`src/rtl/i2da_pkg.sv`:
```
// i2da_pkg: types and constants for the integer to decimal ASCII converter.
// Used by i2da_cell, integer_to_decimal_ascii and i2da_checker.
package i2da_pkg;

    localparam int INPUT_WIDTH = 64;

    localparam logic [7:0] ASCII_ZERO  = 8'd48;
    localparam logic [7:0] ASCII_MINUS = 8'd45;

    typedef struct packed {
        logic [INPUT_WIDTH-1:0] value;
        logic                   is_negative_allowed;
    } request_t;

    typedef struct packed {
        logic [7:0] character;
        logic       last;
    } result_t;

    // Operation applied by every digit cell in a cycle
    typedef enum logic [1:0] {
        CELL_HOLD,
        CELL_CLEAR,
        CELL_DABBLE,
        CELL_SHIFT
    } cell_op_t;

    typedef enum logic [2:0] {
        ST_IDLE,
        ST_CONVERT,
        ST_STRIP,
        ST_SIGN,
        ST_EMIT
    } state_t;

endpackage

```
`src/rtl/i2da_cell.sv`:
```
// i2da_cell: one BCD digit of the conversion chain.
// Depends on i2da_pkg (cell_op_t).
module i2da_cell
(
    input  logic              clk,
    input  i2da_pkg::cell_op_t op,
    input  logic              shift_bit,
    input  logic [3:0]        lower_digit,
    output logic              carry,
    output logic [3:0]        digit
);

    logic [3:0] digit_reg;
    logic [3:0] digit_next;
    logic [3:0] adjusted;

    // add-3 correction before the doubling step
    assign adjusted = (digit_reg >= 4'd5) ? (digit_reg + 4'd3) : digit_reg;
    assign carry    = adjusted[3];
    assign digit    = digit_reg;

    always_comb
    begin
        unique case (op)
            i2da_pkg::CELL_HOLD:   digit_next = digit_reg;
            i2da_pkg::CELL_CLEAR:  digit_next = 4'd0;
            i2da_pkg::CELL_DABBLE: digit_next = {adjusted[2:0], shift_bit};
            i2da_pkg::CELL_SHIFT:  digit_next = lower_digit;
            default:               digit_next = digit_reg;
        endcase
    end

    always_ff @(posedge clk)
    begin
        digit_reg <= digit_next;
    end

endmodule

```
`src/rtl/integer_to_decimal_ascii.sv`:
```
// integer_to_decimal_ascii: top level, control sequencer and row of digit cells.
// Depends on i2da_pkg and i2da_cell.
//
// One integer is converted at a time; busy stays high from the accepted start
// until the cycle after the last character. The low VALUE_WIDTH bits of the
// value are shifted, one bit per cycle, into a row of BCD digit cells. The row
// then shifts up one digit per cycle past leading zeros, and then the optional
// '-' and the digits are sent, most significant first. Each character appears
// on result for exactly one cycle with result_valid high; consecutive
// characters of one number come in consecutive cycles and the receiver must
// take each as it comes.
module integer_to_decimal_ascii
#(
    parameter int VALUE_WIDTH = 64
)
(
    input  logic               clk,
    input  logic               rst_n,
    input  logic               start,
    output logic               busy,
    input  i2da_pkg::request_t request,
    output i2da_pkg::result_t  result,
    output logic               result_valid
);

    localparam int NUM_DIGITS = (VALUE_WIDTH * 30103) / 100000 + 1;
    localparam int BIT_CNT_W  = $clog2(VALUE_WIDTH + 1);
    localparam int DIG_CNT_W  = $clog2(NUM_DIGITS + 1);

    i2da_pkg::state_t   state_reg;
    i2da_pkg::state_t   state_next;
    i2da_pkg::cell_op_t cell_op;

    logic [VALUE_WIDTH-1:0] mag_reg;
    logic [VALUE_WIDTH-1:0] mag_next;
    logic                   neg_reg;
    logic                   neg_next;
    logic [BIT_CNT_W-1:0]   bit_cnt_reg;
    logic [BIT_CNT_W-1:0]   bit_cnt_next;
    logic [DIG_CNT_W-1:0]   remain_reg;
    logic [DIG_CNT_W-1:0]   remain_next;

    logic [VALUE_WIDTH-1:0] in_value;
    logic                   in_neg;

    logic [3:0] digits [NUM_DIGITS];
    logic       carries [NUM_DIGITS];
    logic [3:0] top_digit;

    assign in_value  = request.value[VALUE_WIDTH-1:0];
    assign in_neg    = request.is_negative_allowed & in_value[VALUE_WIDTH-1];
    assign top_digit = digits[NUM_DIGITS-1];

    genvar g;
    generate
        for (g = 0; g < NUM_DIGITS; g++)
        begin : g_cell
            logic       sbit;
            logic [3:0] low_d;
            if (g == 0)
            begin : g_first
                assign sbit  = mag_reg[VALUE_WIDTH-1];
                assign low_d = 4'd0;
            end
            else
            begin : g_rest
                assign sbit  = carries[g-1];
                assign low_d = digits[g-1];
            end
            i2da_cell u_cell
            (
                .clk         (clk),
                .op          (cell_op),
                .shift_bit   (sbit),
                .lower_digit (low_d),
                .carry       (carries[g]),
                .digit       (digits[g])
            );
        end
    endgenerate

    always_comb
    begin
        state_next   = state_reg;
        mag_next     = mag_reg;
        neg_next     = neg_reg;
        bit_cnt_next = bit_cnt_reg;
        remain_next  = remain_reg;
        cell_op      = i2da_pkg::CELL_HOLD;
        busy         = 1'b1;
        result_valid = 1'b0;
        result.character = i2da_pkg::ASCII_ZERO + {4'd0, top_digit};
        result.last      = (remain_reg == DIG_CNT_W'(1));

        unique case (state_reg)
            i2da_pkg::ST_IDLE:
            begin
                busy = 1'b0;
                if (start)
                begin
                    mag_next     = in_neg ? (~in_value + 1'b1) : in_value;
                    neg_next     = in_neg;
                    bit_cnt_next = BIT_CNT_W'(VALUE_WIDTH);
                    remain_next  = DIG_CNT_W'(NUM_DIGITS);
                    cell_op      = i2da_pkg::CELL_CLEAR;
                    state_next   = i2da_pkg::ST_CONVERT;
                end
            end
            i2da_pkg::ST_CONVERT:
            begin
                cell_op      = i2da_pkg::CELL_DABBLE;
                mag_next     = {mag_reg[VALUE_WIDTH-2:0], 1'b0};
                bit_cnt_next = bit_cnt_reg - BIT_CNT_W'(1);
                if (bit_cnt_reg == BIT_CNT_W'(1))
                    state_next = i2da_pkg::ST_STRIP;
            end
            i2da_pkg::ST_STRIP:
            begin
                // drop leading zeros, always keep one digit
                if (top_digit == 4'd0 && remain_reg != DIG_CNT_W'(1))
                begin
                    cell_op     = i2da_pkg::CELL_SHIFT;
                    remain_next = remain_reg - DIG_CNT_W'(1);
                end
                else if (neg_reg)
                    state_next = i2da_pkg::ST_SIGN;
                else
                    state_next = i2da_pkg::ST_EMIT;
            end
            i2da_pkg::ST_SIGN:
            begin
                result_valid     = 1'b1;
                result.character = i2da_pkg::ASCII_MINUS;
                result.last      = 1'b0;
                state_next       = i2da_pkg::ST_EMIT;
            end
            i2da_pkg::ST_EMIT:
            begin
                result_valid = 1'b1;
                cell_op      = i2da_pkg::CELL_SHIFT;
                remain_next  = remain_reg - DIG_CNT_W'(1);
                if (remain_reg == DIG_CNT_W'(1))
                    state_next = i2da_pkg::ST_IDLE;
            end
            default:
            begin
                state_next = i2da_pkg::ST_IDLE;
            end
        endcase
    end

    always_ff @(posedge clk or negedge rst_n)
    begin
        if (!rst_n)
        begin
            state_reg   <= i2da_pkg::ST_IDLE;
            bit_cnt_reg <= '0;
            remain_reg  <= '0;
        end
        else
        begin
            state_reg   <= state_next;
            bit_cnt_reg <= bit_cnt_next;
            remain_reg  <= remain_next;
        end
    end

    always_ff @(posedge clk)
    begin
        mag_reg <= mag_next;
        neg_reg <= neg_next;
    end

endmodule

```
`config.mk`:
```
export PLATFORM = sky130hd
export DESIGN_NAME = integer_to_decimal_ascii
export DESIGN_NICKNAME = d
export VERILOG_FILES = /design/src/rtl/i2da_pkg.sv /design/src/rtl/i2da_cell.sv /design/src/rtl/integer_to_decimal_ascii.sv
export SDC_FILE = /design/constraint.sdc
export NUM_CORES = 1
export LEC_CHECK = 0
export ABC_AREA = 1
export BUFFER_PORTS_ARGS = -buffer_cell sky130_fd_sc_hd__clkbuf_2
export CAP_MARGIN = 30
export CORE_MARGIN = 5
export CORE_UTILIZATION = 60
export CTS_CLUSTER_DIAMETER = 150
export DETAILED_ROUTE_END_ITERATION = 10
export PLACE_DENSITY_LB_ADDON = 0.05
export SETUP_SLACK_MARGIN = 0.2
export SLEW_MARGIN = 20
export SYNTH_ARGS = -nofsm -noshare
export SYNTH_HDL_FRONTEND = slang
export SYNTH_SLANG_ARGS = --single-unit
```
`constraint.sdc`:
```
create_clock -name clk -period 9.63 [get_ports clk]
set_input_delay 1.4445 -clock clk [delete_from_list [all_inputs] [get_ports clk]]
set_output_delay 1.4445 -clock clk [all_outputs]
set_load 0.02 [all_outputs]
```
==> impl_metrics.py <==
metrics = {
    "status": {
        "outcome": "completed",
    },
    "logic_synthesis": {
        "synthArstFlopShare": 0.09375,
        "ys_warn_count": 0,
        "synth_edf_count": 145,
        "yosysTopAreaCellShare": 0.4056,
        "synth_ff_type": "edfxtp_1",
        "syn_area_mm2": 0.01074,
        "avgSynthCellArea_um2": 8.066,
        "syn_inst": 1331,
        "seq_area_frac_synth": 0.4406,
        "post-synth-top-area-cell": "edfxtp_1",
        "yosysUniqueCellTypes": 47,
        "synthTopCellsByArea": "edfxtp_1, nand2_1, nor2_1",
        "ys_seq_elements": 160,
    },
    "global_route": {
        "grt-ovfl-total": 0,
        "grt_pass1_wl_um": 42070,
        "globalRouteTotalUtil": 0.2552,
        "antenna_found_initial": 0,
        "grt_max_degree": 101,
        "grt_pass1_vias": 8751,
    },
    "detailed_routing": {
        "drc": 0,
        "routed_wl_um": 25330,
        "first_pass_iters": 5,
        "wl_per_cell_um": 15.49,
        "vias": 9192,
        "vias_per_cell": 5.622,
        "antenna_left": 0,
        "drt_iter0_markers": 748,
    },
    "cts": {
        "cts_hold_buffers": 0,
        "post_cts_buffers": 0,
        "insertion_delay_ns": 0.44,
        "htreeDepth": 4,
        "cts-root-buf": "clkbuf_16",
        "cts_tree": "built",
        "cts_max_path_buffers": 2,
        "path_clk_slew_ns": 0.06,
        "cts.sinks": 160,
        "post_cts_resized": 0,
        "cts_buffers": 17,
    },
    "final_layout": {
        "fin_nets": 1507,
        "largest_register_ff_count": 80,
        "final_cells": 1635,
        "antenna_cells": 0,
        "layout_commonest_cell": "nand2_1",
        "final_util": 0.6678,
        "area_growth_pct": 10.59,
        "drive_above_1_share": 0.1152,
        "final_cell_mix": "nand2_1, nor2_1, edfxtp_1, inv_1, o21ai_0",
        "fill_cells": 1550,
    },
    "timing": {
        "max_clock_freq_mhz": 324.3,
        "slew_viol_final": 0,
        "tightest_slew_ns": 0.8618,
        "finalHoldViolCount": 0,
        "post-route-min-period_ns": 3.084,
        "relSlewSlack": 0.4254,
        "finalSetupViolations": 0,
        "tns_ns": 0,
        "grt_setup_unrepaired": "no",
        "skew_ns": 0.01099,
        "period_share": 0.3202,
    },
    "die": {
        "rows": 49,
        "start_util": 0.6038,
        "coreArea_mm2": 0.01778,
        "ios": 79,
        "die_w_um": 143.8,
        "dieHeight_um": 143.8,
        "die_area_mm2": 0.02067,
    },
    "min_path": {
        "hold_end": "bit_cnt_reg[6]",
        "hold_path.startpoint": "bit_cnt_reg[6]",
        "hold_depth": 1,
        "hold_class": "reg -> reg",
    },
    "setup_path": {
        "cp-startpoint": "request[64]",
        "rr_endpoint": "g_cell[5].u_cell.digit[1]",
        "cp.arrival_ns": 3.27,
        "crit_type": "in -> reg",
        "required_ns": 9.81,
        "reg2regPathDepth": 9,
        "crit_fanout": 48,
        "end_kind": "flop",
        "cp-start-kind": "primary input",
        "rr_startpoint": "g_cell[19].u_cell.digit[0]",
        "timing.reg2reg.setup_slack_ns": 6.89,
    },
    "pwr": {
        "power_density_mw_per_mm2": 327.8,
        "leakagePower_nw": 5.050,
        "ir_drop_mv": 0.1851,
    },
    "placement": {
        "hpwl_um": 17690,
        "gp_congestion": 0.9538,
        "dp.cells": 1600,
        "port_buffers": 75,
    },
    "flow_run": {
        "drv_cap": 0,
    },
}
==> cell type report <==
class,count,area [um^2],area share
multi-input combinational,988,5264,0.4434
sequential,160,4730,0.3984
clock buffer,18,429.2,0.03615
timing repair buffer,83,473.0,0.03984
clock inverter,14,153.9,0.01296
inverter,143,536.8,0.04521
tap,229,286.5,0.02413
==> cell usage after synthesis (all sizes together), types with 26 or more instances <==
library cell  count
nand2           349
buf              26
xor2             39
nor2            195
o32ai            32
o22ai            27
ha               46
edfxtp          145
inv             143
o21ai           107
nand3            93
a21oi            27
==> critical path: stages <==
cell      delay [ns]
clkbuf_2        0.09
nand2_1         0.45
inv_2           0.30
buf_12          0.27
o21ai_0         0.10
nand2_1         0.12
nor2_2          0.21
nand3_1         0.11
nand3_1         0.10
nand2_1         0.06
==> routing by layer <==
| metal | track usage | share of wire | vias to the layer above |
|---|---|---|---|
| met5 | 0 | 0 | - |
| met3 | 0.05058 | 0.061 | 40 |
| met2 | 0.4103 | 0.47 | 291 |
| li1 | - | - | 4602 |
| met4 | 0.08870 | 0.024 | 0 |
| met1 | 0.3472 | 0.44 | 4259 |
==> power by group <==
group | switching (mW) | internal, mW | total (mW) | leakage [nW]
clock network | 0.296 | 0.386 | 0.682 | 0.283
logic | 1.10 | 0.558 | 1.66 | 3.14
registers | 0.218 | 1.33 | 1.55 | 1.62
total | 1.62 | 2.28 | 3.89 | 5.05
==> worst max path at each step <==
stage          depth (start not counted)                        end
2_1_floorplan                          4  g_cell[0].u_cell.digit[0]
3_3_place_gp                          10                mag_reg[50]
3_5_place_dp                          10                mag_reg[34]
4_1_cts                                8                mag_reg[48]
5_1_grt                               10                mag_reg[57]
6_report                              10                mag_reg[57]
==> kinds of logic (layout without fill, tap and decap cells) <==
logic type               count (synthesis)  in the layout  synth area share
AO/OA/AOI/OAI                          215            215            0.1240
adder cells (fa/ha/maj)                 46             46           0.05361
AND/OR/NAND/NOR                        669            669            0.2642
buffers and inverters                  184            258           0.07133
XOR/XNOR                                51             51           0.04161
flip-flops                             160            160            0.4406
multiplexers                             4              4          0.003963
other                                    2              3         0.0006996
==> stage by stage <==
stage	instance area (um^2)	worst slack (ns)	hold WS, ns	power, mW
2_1_floorplan	10740	5.082	0.4445	2.797
3_3_place_gp	11230	5.845	0.4628	3.139
3_5_place_dp	11230	5.752	0.4724	3.187
4_1_cts	11810	6.205	0.4816	3.886
5_1_grt	11870	6.419	0.5004	4.210
6_report	11870	6.546	0.4800	3.892
Note: power is estimated with default switching activity, not from simulation.
